===== src/sv/hcsm_pkg.sv =====
// Shared types and constants of the hall commutation speed meter.
package hcsm_pkg;

	// Field and register widths fixed by the interface.
	localparam int HALL_W    = 3;
	localparam int STEP_W    = 3;
	localparam int SECTOR_W  = 3;
	localparam int TIMEOUT_W = 16;
	localparam int NUM_W     = 32;
	localparam int MAP_W     = 18;
	localparam int TABLE_W   = 36;
	localparam int ROW_W     = 18;
	localparam int OUT_SPD_W = 32;
	localparam int CFG_IDX_W = 2;
	localparam int CFG_DAT_W = 36;
	localparam int S_DATA_W  = 8;
	localparam int M_DATA_W  = 40;

	// Six periods make one electrical revolution.
	localparam int RING_DEPTH = 6;
	localparam int PTR_W      = 3;

	// Register reset values.
	localparam logic [TIMEOUT_W-1:0] TIMEOUT_RESET = 16'd5000;
	localparam logic [NUM_W-1:0]     NUMER_RESET   = 32'd1200000;
	localparam logic [MAP_W-1:0]     MAP_RESET     = 18'd152278;
	localparam logic [TABLE_W-1:0]   TABLE_RESET   = 36'd28163847285;

	// Configuration register indexes.
	localparam logic [CFG_IDX_W-1:0] REG_TIMEOUT = 2'd0;
	localparam logic [CFG_IDX_W-1:0] REG_NUMER   = 2'd1;
	localparam logic [CFG_IDX_W-1:0] REG_MAP     = 2'd2;
	localparam logic [CFG_IDX_W-1:0] REG_TABLE   = 2'd3;

	// Sequencer states.
	typedef enum logic [5:0] {
		ST_IDLE = 6'b000001,
		ST_EVAL = 6'b000010,
		ST_COMM = 6'b000100,
		ST_LOAD = 6'b001000,
		ST_DIV  = 6'b010000,
		ST_OUT  = 6'b100000
	} state_t;

	// Divider status seen by the sequencer.
	typedef struct packed {
		logic busy;
		logic done;
	} div_status_t;

	// Period ring commands from the sequencer.
	typedef struct packed {
		logic fill;
		logic write;
	} ring_ctl_t;

endpackage


===== src/sv/hall_commutation_speed_meter.sv =====
// Top level of the hall commutation speed meter.
//
// One transaction on the s_ side is one control tick: the three hall lines
// and the direction bit. Each tick yields exactly one result on the m_ side.
// A tick without commutation passes the evaluate and output states; one with
// commutation also passes the commutate, load and divide states, where the
// bit-serial divider gives one quotient bit per cycle for the 32-bit speed
// numerator. A new tick is accepted once the previous one has reached the
// result register, which may still wait for m_tready. Configuration writes
// are taken at any time but are meant for when the block is idle.
module hall_commutation_speed_meter #(
	parameter int COUNT_WIDTH = 16,
	parameter int SPEED_WIDTH = 32
) (
	input  logic                             clk,
	input  logic                             arst_n,
	// Tick input: [2:0] hall_bits, [3] reverse, [7:4] zero.
	input  logic                             s_tvalid,
	output logic                             s_tready,
	input  logic [hcsm_pkg::S_DATA_W-1:0]    s_tdata,
	// Result: [0] commutate, [3:1] drive_step, [35:4] speed, [36] stopped,
	// [37] hall_invalid, [39:38] zero.
	output logic                             m_tvalid,
	input  logic                             m_tready,
	output logic [hcsm_pkg::M_DATA_W-1:0]    m_tdata,
	// Register write channel.
	input  logic                             cfg_valid,
	output logic                             cfg_ready,
	input  logic [hcsm_pkg::CFG_IDX_W-1:0]   cfg_index,
	input  logic [hcsm_pkg::CFG_DAT_W-1:0]   cfg_data
);

	localparam int SUM_W = COUNT_WIDTH + 3;
	localparam int CMP_W = (COUNT_WIDTH > hcsm_pkg::TIMEOUT_W) ?
		COUNT_WIDTH : hcsm_pkg::TIMEOUT_W;
	localparam int MAG_W = (SPEED_WIDTH > hcsm_pkg::NUM_W + 1) ?
		SPEED_WIDTH : hcsm_pkg::NUM_W + 1;
	localparam int EXT_W = (SPEED_WIDTH > hcsm_pkg::OUT_SPD_W) ?
		SPEED_WIDTH : hcsm_pkg::OUT_SPD_W;

	// Configuration registers.
	logic [hcsm_pkg::TIMEOUT_W-1:0] timeout_q;
	logic [hcsm_pkg::NUM_W-1:0]     numer_q;
	logic [hcsm_pkg::MAP_W-1:0]     map_q;
	logic [hcsm_pkg::TABLE_W-1:0]   table_q;

	// Sequencer and motor state.
	hcsm_pkg::state_t                state_q;
	logic [COUNT_WIDTH-1:0]          tick_q;
	logic [hcsm_pkg::SECTOR_W-1:0]   last_q;
	logic [hcsm_pkg::STEP_W-1:0]     step_q;
	logic signed [SPEED_WIDTH-1:0]   speed_q;

	// Captured tick and per-tick flags.
	logic [hcsm_pkg::HALL_W-1:0]     hall_q;
	logic                            rev_q;
	logic [COUNT_WIDTH-1:0]          period_q;
	logic                            comm_q;
	logic                            stop_q;
	logic                            inval_q;

	// Result register.
	logic                            m_tvalid_q;
	logic [hcsm_pkg::M_DATA_W-1:0]   m_tdata_q;

	logic [COUNT_WIDTH-1:0]          tick_inc;
	logic                            over;
	logic [COUNT_WIDTH-1:0]          tick_clamp;
	logic [COUNT_WIDTH-1:0]          timeout_cw;
	logic [hcsm_pkg::SECTOR_W-1:0]   sector;
	logic                            comm;
	logic [hcsm_pkg::ROW_W-1:0]      row;
	logic [hcsm_pkg::STEP_W-1:0]     step_new;
	hcsm_pkg::ring_ctl_t             ring_ctl;
	logic [SUM_W-1:0]                ring_sum;
	logic [SUM_W-1:0]                divisor;
	logic [hcsm_pkg::NUM_W-1:0]      quotient;
	hcsm_pkg::div_status_t           div_st;
	logic [MAG_W-1:0]                q_ext;
	logic [MAG_W-1:0]                mag_lim;
	logic [MAG_W-1:0]                mag;
	logic signed [SPEED_WIDTH-1:0]   speed_new;
	logic signed [EXT_W-1:0]         speed_ext;
	logic                            out_load;

	// Configuration write channel, always ready.
	assign cfg_ready = 1'b1;

	always_ff @(posedge clk or negedge arst_n) begin
		if (!arst_n) begin
			timeout_q <= hcsm_pkg::TIMEOUT_RESET;
			numer_q   <= hcsm_pkg::NUMER_RESET;
			map_q     <= hcsm_pkg::MAP_RESET;
			table_q   <= hcsm_pkg::TABLE_RESET;
		end else if (cfg_valid) begin
			case (cfg_index)
				hcsm_pkg::REG_TIMEOUT: timeout_q <= cfg_data[hcsm_pkg::TIMEOUT_W-1:0];
				hcsm_pkg::REG_NUMER:   numer_q   <= cfg_data[hcsm_pkg::NUM_W-1:0];
				hcsm_pkg::REG_MAP:     map_q     <= cfg_data[hcsm_pkg::MAP_W-1:0];
				hcsm_pkg::REG_TABLE:   table_q   <= cfg_data[hcsm_pkg::TABLE_W-1:0];
				default: begin
				end
			endcase
		end
	end

	// Tick counter with saturation and timeout clamp.
	assign timeout_cw = COUNT_WIDTH'(timeout_q);
	assign tick_inc   = (tick_q == {COUNT_WIDTH{1'b1}}) ? tick_q : tick_q + 1'b1;
	assign over       = CMP_W'(tick_inc) > CMP_W'(timeout_q);
	assign tick_clamp = over ? timeout_cw : tick_inc;

	// Hall decode: the lowest map entry that matches wins.
	always_comb begin
		sector = '0;
		for (int i = hcsm_pkg::RING_DEPTH - 1; i >= 0; i--) begin
			if (map_q[hcsm_pkg::HALL_W*i +: hcsm_pkg::HALL_W] == hall_q) begin
				sector = hcsm_pkg::SECTOR_W'(i + 1);
			end
		end
	end

	assign comm = (sector != '0) && ((sector != last_q) || (step_q == '0));

	// Next drive step from the forward or reverse row.
	assign row = rev_q ? table_q[hcsm_pkg::TABLE_W-1:hcsm_pkg::ROW_W]
	                   : table_q[hcsm_pkg::ROW_W-1:0];

	always_comb begin
		case (sector)
			3'd1:    step_new = row[2:0];
			3'd2:    step_new = row[5:3];
			3'd3:    step_new = row[8:6];
			3'd4:    step_new = row[11:9];
			3'd5:    step_new = row[14:12];
			3'd6:    step_new = row[17:15];
			default: step_new = '0;
		endcase
	end

	// Period ring and its running sum.
	assign ring_ctl.fill  = (state_q == hcsm_pkg::ST_EVAL) && over;
	assign ring_ctl.write = (state_q == hcsm_pkg::ST_COMM);

	hcsm_period_ring #(
		.COUNT_WIDTH(COUNT_WIDTH)
	) u_ring (
		.clk        (clk),
		.arst_n     (arst_n),
		.ctl        (ring_ctl),
		.fill_value (timeout_cw),
		.write_value(period_q),
		.sum        (ring_sum)
	);

	// Speed division; an all-zero ring divides by one.
	assign divisor = (ring_sum == '0) ? SUM_W'(1) : ring_sum;

	hcsm_divider #(
		.DIVIDEND_W(hcsm_pkg::NUM_W),
		.DIVISOR_W (SUM_W)
	) u_div (
		.clk     (clk),
		.arst_n  (arst_n),
		.start   (state_q == hcsm_pkg::ST_LOAD),
		.dividend(numer_q),
		.divisor (divisor),
		.quotient(quotient),
		.status  (div_st)
	);

	// Saturate the magnitude, then apply the direction.
	assign q_ext     = MAG_W'(quotient);
	assign mag_lim   = MAG_W'({1'b0, {(SPEED_WIDTH-1){1'b1}}});
	assign mag       = (q_ext > mag_lim) ? mag_lim : q_ext;
	assign speed_new = rev_q ? -$signed(SPEED_WIDTH'(mag)) : $signed(SPEED_WIDTH'(mag));
	assign speed_ext = EXT_W'(speed_q);

	assign out_load = (state_q == hcsm_pkg::ST_OUT) && (!m_tvalid_q || m_tready);

	// Sequencer and motor state.
	always_ff @(posedge clk or negedge arst_n) begin
		if (!arst_n) begin
			state_q <= hcsm_pkg::ST_IDLE;
			tick_q  <= '0;
			last_q  <= '0;
			step_q  <= '0;
			speed_q <= '0;
		end else begin
			case (state_q)
				hcsm_pkg::ST_IDLE: begin
					if (s_tvalid) begin
						state_q <= hcsm_pkg::ST_EVAL;
					end
				end
				hcsm_pkg::ST_EVAL: begin
					tick_q <= comm ? '0 : tick_clamp;
					if (over) begin
						speed_q <= '0;
					end
					if (sector != '0) begin
						last_q <= sector;
					end
					if (comm) begin
						step_q  <= step_new;
						state_q <= hcsm_pkg::ST_COMM;
					end else begin
						state_q <= hcsm_pkg::ST_OUT;
					end
				end
				hcsm_pkg::ST_COMM: state_q <= hcsm_pkg::ST_LOAD;
				hcsm_pkg::ST_LOAD: state_q <= hcsm_pkg::ST_DIV;
				hcsm_pkg::ST_DIV: begin
					if (div_st.done) begin
						speed_q <= speed_new;
						state_q <= hcsm_pkg::ST_OUT;
					end
				end
				hcsm_pkg::ST_OUT: begin
					if (out_load) begin
						state_q <= hcsm_pkg::ST_IDLE;
					end
				end
				default: state_q <= hcsm_pkg::ST_IDLE;
			endcase
		end
	end

	// Tick capture and per-tick flags.
	always_ff @(posedge clk) begin
		if (s_tvalid && s_tready) begin
			hall_q <= s_tdata[hcsm_pkg::HALL_W-1:0];
			rev_q  <= s_tdata[hcsm_pkg::HALL_W];
		end
		if (state_q == hcsm_pkg::ST_EVAL) begin
			period_q <= tick_clamp;
			comm_q   <= comm;
			stop_q   <= over;
			inval_q  <= (sector == '0);
		end
	end

	// Result register parts the sequencer from the output handshake.
	always_ff @(posedge clk or negedge arst_n) begin
		if (!arst_n) begin
			m_tvalid_q <= 1'b0;
		end else if (out_load) begin
			m_tvalid_q <= 1'b1;
		end else if (m_tready) begin
			m_tvalid_q <= 1'b0;
		end
	end

	always_ff @(posedge clk) begin
		if (out_load) begin
			m_tdata_q <= {2'b00, inval_q, stop_q,
			              speed_ext[hcsm_pkg::OUT_SPD_W-1:0], step_q, comm_q};
		end
	end

	assign s_tready = (state_q == hcsm_pkg::ST_IDLE);
	assign m_tvalid = m_tvalid_q;
	assign m_tdata  = m_tdata_q;

`ifndef SYNTHESIS
	a_div_in_div: assert property (@(posedge clk) disable iff (!arst_n)
		div_st.busy |-> (state_q == hcsm_pkg::ST_DIV))
		else $error("divider running outside the divide state");
	a_accept_eval: assert property (@(posedge clk) disable iff (!arst_n)
		(s_tvalid && s_tready) |=> (state_q == hcsm_pkg::ST_EVAL))
		else $error("accepted tick not evaluated");
	a_inval_nocomm: assert property (@(posedge clk) disable iff (!arst_n)
		(state_q == hcsm_pkg::ST_OUT) |-> !(inval_q && comm_q))
		else $error("commutation on an invalid hall code");
`endif

endmodule


===== src/sv/hcsm_divider.sv =====
// Bit-serial restoring divider, one quotient bit per cycle.
module hcsm_divider #(
	parameter int DIVIDEND_W = 32,
	parameter int DIVISOR_W  = 19
) (
	input  logic                  clk,
	input  logic                  arst_n,
	input  logic                  start,
	input  logic [DIVIDEND_W-1:0] dividend,
	input  logic [DIVISOR_W-1:0]  divisor,
	output logic [DIVIDEND_W-1:0] quotient,
	output hcsm_pkg::div_status_t status
);

	localparam int CNT_W = $clog2(DIVIDEND_W + 1);

	logic [DIVIDEND_W-1:0] dvd_q;
	logic [DIVISOR_W-1:0]  rem_q;
	logic [DIVISOR_W-1:0]  dsr_q;
	logic [CNT_W-1:0]      cnt_q;
	logic                  busy_q;
	logic                  done_q;
	logic [DIVISOR_W:0]    shifted;
	logic [DIVISOR_W:0]    trial;
	logic                  fits;

	// One restoring step: shift in the next dividend bit and try the subtract.
	assign shifted = {rem_q, dvd_q[DIVIDEND_W-1]};
	assign fits    = shifted >= {1'b0, dsr_q};
	assign trial   = shifted - {1'b0, dsr_q};

	// Control: count the steps and flag completion for one cycle.
	always_ff @(posedge clk or negedge arst_n) begin
		if (!arst_n) begin
			busy_q <= 1'b0;
			done_q <= 1'b0;
			cnt_q  <= '0;
		end else begin
			done_q <= 1'b0;
			if (start) begin
				busy_q <= 1'b1;
				cnt_q  <= CNT_W'(DIVIDEND_W);
			end else if (busy_q) begin
				cnt_q <= cnt_q - 1'b1;
				if (cnt_q == CNT_W'(1)) begin
					busy_q <= 1'b0;
					done_q <= 1'b1;
				end
			end
		end
	end

	// Datapath: the quotient bits shift into the emptied dividend register.
	always_ff @(posedge clk) begin
		if (start) begin
			dvd_q <= dividend;
			rem_q <= '0;
			dsr_q <= divisor;
		end else if (busy_q) begin
			dvd_q <= {dvd_q[DIVIDEND_W-2:0], fits};
			rem_q <= fits ? trial[DIVISOR_W-1:0] : shifted[DIVISOR_W-1:0];
		end
	end

	assign quotient    = dvd_q;
	assign status.busy = busy_q;
	assign status.done = done_q;

endmodule


===== src/sv/hcsm_period_ring.sv =====
// Ring of six commutation periods with a running sum.
module hcsm_period_ring #(
	parameter int COUNT_WIDTH = 16
) (
	input  logic                   clk,
	input  logic                   arst_n,
	input  hcsm_pkg::ring_ctl_t    ctl,
	input  logic [COUNT_WIDTH-1:0] fill_value,
	input  logic [COUNT_WIDTH-1:0] write_value,
	output logic [COUNT_WIDTH+2:0] sum
);

	localparam int SUM_W = COUNT_WIDTH + 3;
	localparam logic [COUNT_WIDTH-1:0] ENTRY_RST = COUNT_WIDTH'(hcsm_pkg::TIMEOUT_RESET);
	localparam logic [SUM_W-1:0] SUM_RST =
		SUM_W'(ENTRY_RST) * SUM_W'(hcsm_pkg::RING_DEPTH);
	localparam logic [hcsm_pkg::PTR_W-1:0] PTR_LAST =
		hcsm_pkg::PTR_W'(hcsm_pkg::RING_DEPTH - 1);

	logic [COUNT_WIDTH-1:0]     entry_q [hcsm_pkg::RING_DEPTH];
	logic [hcsm_pkg::PTR_W-1:0] ptr_q;
	logic [hcsm_pkg::PTR_W-1:0] ptr_nxt;
	logic [SUM_W-1:0]           sum_q;
	logic [SUM_W-1:0]           fill_x6;

	assign ptr_nxt = (ptr_q == PTR_LAST) ? '0 : ptr_q + 1'b1;
	assign fill_x6 = (SUM_W'(fill_value) << 2) + (SUM_W'(fill_value) << 1);

	// A fill sets every period to the timeout; a write replaces the oldest one.
	always_ff @(posedge clk or negedge arst_n) begin
		if (!arst_n) begin
			for (int i = 0; i < hcsm_pkg::RING_DEPTH; i++) begin
				entry_q[i] <= ENTRY_RST;
			end
			ptr_q <= '0;
			sum_q <= SUM_RST;
		end else if (ctl.fill) begin
			for (int i = 0; i < hcsm_pkg::RING_DEPTH; i++) begin
				entry_q[i] <= fill_value;
			end
			sum_q <= fill_x6;
		end else if (ctl.write) begin
			entry_q[ptr_nxt] <= write_value;
			ptr_q            <= ptr_nxt;
			sum_q            <= sum_q - SUM_W'(entry_q[ptr_nxt]) + SUM_W'(write_value);
		end
	end

	assign sum = sum_q;

`ifndef SYNTHESIS
	a_ptr_range: assert property (@(posedge clk) disable iff (!arst_n)
		ptr_q <= PTR_LAST)
		else $error("ring pointer left the ring");
	a_fill_sum: assert property (@(posedge clk) disable iff (!arst_n)
		ctl.fill |=> sum_q == SUM_W'($past(fill_value)) * SUM_W'(hcsm_pkg::RING_DEPTH))
		else $error("running sum wrong after fill");
	a_one_cmd: assert property (@(posedge clk) disable iff (!arst_n)
		!(ctl.fill && ctl.write))
		else $error("fill and write in one cycle");
`endif

endmodule


===== config.mk =====
export PLATFORM = sky130hd
export DESIGN_NAME = hall_commutation_speed_meter
export DESIGN_NICKNAME = d
export VERILOG_FILES = /design/src/sv/hcsm_pkg.sv /design/src/sv/hall_commutation_speed_meter.sv /design/src/sv/hcsm_divider.sv /design/src/sv/hcsm_period_ring.sv
export SDC_FILE = /design/constraint.sdc
export NUM_CORES = 1
export LEC_CHECK = 0
export BUFFER_PORTS_ARGS = -buffer_cell sky130_fd_sc_hd__buf_2
export CAP_MARGIN = 20
export CELL_PAD_IN_SITES_DETAIL_PLACEMENT = 1
export CELL_PAD_IN_SITES_GLOBAL_PLACEMENT = 1
export CORE_MARGIN = 4
export CORE_UTILIZATION = 45
export CTS_BUF_LIST = sky130_fd_sc_hd__clkbuf_8 sky130_fd_sc_hd__clkbuf_16
export DETAILED_ROUTE_END_ITERATION = 12
export HOLD_SLACK_MARGIN = 0.05
export PLACE_DENSITY = 0.85
export SYNTH_ARGS = -nofsm -noshare
export SYNTH_HDL_FRONTEND = slang
export SYNTH_SLANG_ARGS = --single-unit

===== constraint.sdc =====
create_clock -name clk -period 4.8 [get_ports clk]
set_input_delay 0 -clock clk [delete_from_list [all_inputs] [get_ports clk]]
set_output_delay 0 -clock clk [all_outputs]
set_load 0.03 [all_outputs]

==> run summary <==
Counting along the longest clock path gives a buffer depth of 3. The final standard cell utilization of the core came out at 53.2%. The number of enable-type register cells in the synthesized netlist came out at 112. The root cell of the clock tree is sky130_fd_sc_hd__clkbuf_16. After synthesis, the largest area contributor takes up 23.9% of total cell area. Ranked by total cell area, the synthesized netlist is headed by sky130_fd_sc_hd__dfrtp_1 (24%), sky130_fd_sc_hd__edfxtp_1 (15%), sky130_fd_sc_hd__dfstp_2 (9.3%). The area of the die is 52700 µm². The final reports fail on negative setup slack. At the placement stage, the worst setup path has a slack of 0.196 ns. The run finished, with violations left.

The beginning of the worst register-to-register path is tick_q[4]. The commonest cells after synthesis are sky130_fd_sc_hd__nand2_1 (443), sky130_fd_sc_hd__dfrtp_1 (211), sky130_fd_sc_hd__o21ai_0 (137). The number of standard-cell rows in the floorplan is 80. The sequential fraction of the synthesis area is 50.2%.

The wire length of the first global-routing pass is 122000 µm. The number of vias after detailed routing came out at 19311. The maximum fanout count along the critical path is 14. The average instance in the mapped netlist occupies 9.93 µm². The critical path launch point type is a flip-flop. The count of maximum capacitance violations came out at 0.

The number of global-route vias before repair is 20523. The tightest hold margin came out at 0.0916 ns. The async set-reset flop share out of synthesis came out at 68.8%. The routability congestion estimate is 0.884. The flop and latch count out of synthesis is 420.

The number of filler cells placed in the layout is 5236. Of all cell types, the one taking the most synthesized area is sky130_fd_sc_hd__dfrtp_1. The summed instance area of the synthesized netlist is 22100 µm². The number of H-tree branching levels is 2. In this run the worst setup path terminates at u_ring.sum[14].

The post-synthesis cell count came out at 2223. The cell area after placement is 23300 µm². The finished layout cell area came out at 25600 µm². The biggest cell delay along the critical path came out at 0.45 ns.

For this design the top-level I/O count stands at 94. The number of port buffers came out at 86. STA puts the critical path data required time at 5.27 ns.

In this run, flip-flops and latches consume 33.6% of the power. The clock tree skew after final layout came out at 0.0612 ns. TritonCTS built the clock tree.

The core region is 48100 µm². The later-pin clock latency in the skew report is 0.64 ns. The cell count of the worst reg-to-reg path came out at 16. The number of antenna-violating nets in the routed design is 0. The relative contribution of combinational cells to total power is 39.5%. The clock edge transition at the registers on the reported setup and hold paths came out at 0.08 ns. After detailed routing, the average wire length per cell comes to 27.5 µm. Across every metal layer, demand over resource in global routing totals 29.3%. The first TritonRoute pass finished after 6 iterations.

The final hold violation count is 0. By instance count, the cell type seen most on the critical path is sky130_fd_sc_hd__nand2_1. Entering global routing, the biggest net connects 124 pins. The end of the worst register-to-register path is u_ring.sum[14].

The critical path in this run is classified as flip-flop to flip-flop. The number of pins exceeding their max-slew limit in the final report is 0. After detailed routing, the number of vias per cell comes to 6.39. The time the worst path needs with I/O delays and setup is 4.84 ns. The share of the clock period used by the worst path after layout came out at 101%.

Global routing finished with a remaining overflow of 0. The die boundary width came out at 229 µm. Among all flip-flop cells after synthesis, the most frequent one is sky130_fd_sc_hd__dfrtp_1. The initial antenna violation count came to 1. In this run the worst hold path is classified as input pin to asynchronous set/reset pin. For this configuration, the core starts out at a cell density of 45.8%. The fraction of final layout cells with drive strength greater than 1 is 17.8%. The Yosys warning count came out at 0. Timing would allow up to 0.207 GHz. In the post-synthesis netlist, the cell with the most instances is sky130_fd_sc_hd__nand2_1. The number of design-rule violations left by the first detailed-router iteration is 1996. The detailed-placement wirelength estimate is 47100 µm. The total DRC errors in the routed layout is 0. For this design the ratio of total power to cell area is 598 nW/µm². The data arrival time of the critical path is 5.31 ns. Buffers inserted during clock tree synthesis total 46. The worst-margin pin slew is 1.11 ns.

The setup slack of the critical path after layout is -0.0412 ns. The maximum ir drop on the vdd rail came out at 0.340 mV. The total clock sinks came out at 420.

The die boundary height came out at 229 µm. STA classifies the critical path endpoint as a flip-flop. The slowest cell on the critical path is sky130_fd_sc_hd__dfrtp_1. The count of different cell masters after synthesis is 78. The switching fraction of total power is 39.8%. Of the total power, the clock network draws 26.8%. Setup violations remaining at the end of the flow were counted as 1.

After detailed routing, the total wire length is 83000 µm. The area growth from synthesis to layout is 16.0%. The switching power of the nets is 6.10 mW. The reported leakage power is 10.7 nW. Traced cell by cell, the critical path runs through and3_1 > and3_1 > nand2_1 > or3_1 > nand2_1 > nand2_1 > ha_1 > nor2b_1 > o211ai_1 > a2111o_1 > o211a_1 > or2_2 > nor2_4 > buf_4 > nand2_1 > o22ai_1. The cell-internal power came out at 9.21 mW. After the last flow step, the layout net total stands at 2473.

Across all register-to-register paths, the minimum setup slack is -0.04 ns. The tightest slew margin relative to the limit is 24.9%. The timing startpoint of the critical path is tick_q[4].
-- sequential cells by signal (all words and copies together), names as in the netlist, 3 cells and up --
register        count
table_q            36
u_div.quotient     32
last_q              3
state_q             6
step_q              3
numer_q            32
speed_ext          32
tick_q             16
u_div.cnt_q         6
u_ring.entry_q     96
u_ring.sum         19
period_q           16
timeout_cw         16
hall_q              3
map_q              18
m_tdata            38
u_ring.ptr_q        3
u_div.rem_q        19
u_div.dsr_q        19
-- per-stage QoR --
stage / total power [mW] / std cells / TNS (ns)
after floorplan: 8.76 / 2224 / 0
after CTS: 14.6 / 3020 / 0
after detailed placement: 10.5 / 2879 / 0
final: 15.3 / 3023 / -0.0412
after global placement: 10.0 / 2878 / 0
after global routing: 15.9 / 3023 / -0.104
-- metal layers --
metal  vias up  share of wire (%)  global-route usage (%)
li1       8099                  -                       -
met1      9768                 37                    36.6
met2      1070                 48                    48.9
met3       372                8.5                    5.27
met4         2                6.4                    14.9
met5         -             0.0084                       0
-- repair_timing --
| item | 4_1_cts | 5_1_grt |
|---|---|---|
| endpoints found under the hold margin | 222 | 0 |
| cloned | 0 | 1 |
| endpoints found under the setup margin | 1 | 61 |
| pin swaps | 0 | 1 |
| hold buffers | 55 | 0 |
| buffers inserted | 0 | 0 |
| gates resized for setup | 1 | 13 |
-- power groups by stage --
| stage | clock [mW] | sequential [mW] | combinational (mW) |
|---|---|---|---|
| 2_1_floorplan | 0 | 4.82 | 3.94 |
| 3_3_place_gp | 0 | 5.03 | 5.00 |
| 3_5_place_dp | 0 | 5.09 | 5.37 |
| 4_1_cts | 4.00 | 5.04 | 5.58 |
| 5_1_grt | 4.27 | 5.18 | 6.46 |
| 6_report | 4.11 | 5.15 | 6.05 |
-- cell families (layout without fill, tap and decap cells) --
kind of cell	after synthesis	count (layout)	share of synthesized area (%)
other	2	4	0.0340
buffers and inverters	201	342	3.50
xor gates and xnor gates	84	84	3.33
AOI/OAI and AO/OA	514	514	14.6
and+or+nand+nor	751	752	14.8
DFF	420	420	50.2
adders and majority gates	94	94	5.94
muxes	157	157	7.68
-- worst min path at each step --
stage | startpoint | to
after floorplan | arst_n | last_q[0]
after global routing | s_tdata[2] | hall_q[2]
after global placement | arst_n | u_ring.entry_q[84]
final | arst_n | u_ring.entry_q[20]
after detailed placement | arst_n | u_ring.entry_q[58]
after CTS | s_tdata[2] | hall_q[2]
-- layout make-up --
| type | count | area, µm² | area share, % |
|---|---|---|---|
| Antenna cell | 1 | 2.50 | 0.00977 |
| Multi-Input combinational cell | 1604 | 10300 | 40.3 |
| Clock inverter | 33 | 449 | 1.75 |
| Clock buffer | 53 | 1260 | 4.92 |
| Inverter | 72 | 270 | 1.06 |
| Tap cell | 656 | 821 | 3.21 |
| Timing Repair Buffer | 184 | 1410 | 5.50 |
| Sequential cell | 420 | 11100 | 43.3 |
-- placed cells by master (no fill, tap or decap), types with 47 or more instances in the layout --
cell	count
sky130_fd_sc_hd__a21oi_1	104
sky130_fd_sc_hd__a31oi_1	103
sky130_fd_sc_hd__buf_2	85
sky130_fd_sc_hd__clkbuf_16	47
sky130_fd_sc_hd__dfrtp_1	210
sky130_fd_sc_hd__dfstp_2	78
sky130_fd_sc_hd__dlygate4sd3_1	55
sky130_fd_sc_hd__edfxtp_1	112
sky130_fd_sc_hd__ha_1	76
sky130_fd_sc_hd__inv_1	79
sky130_fd_sc_hd__mux2_2	98
sky130_fd_sc_hd__mux2i_1	59
sky130_fd_sc_hd__nand2_1	443
sky130_fd_sc_hd__nand3_1	47
sky130_fd_sc_hd__nor2_1	119
sky130_fd_sc_hd__o21ai_0	134
sky130_fd_sc_hd__xnor2_1	47
-- worst max-delay path: cells and delay by family (launching register included) --
kind                     cells  cell delay [ns]
buffers and inverters        1             0.31
adder cells (fa/ha/maj)      1             0.38
flip-flops                   1             0.45
AO/OA/AOI/OAI                4             1.12
AND/OR/NAND/NOR             10             2.40
No activity file was read; power rests on OpenSTA's default activity.
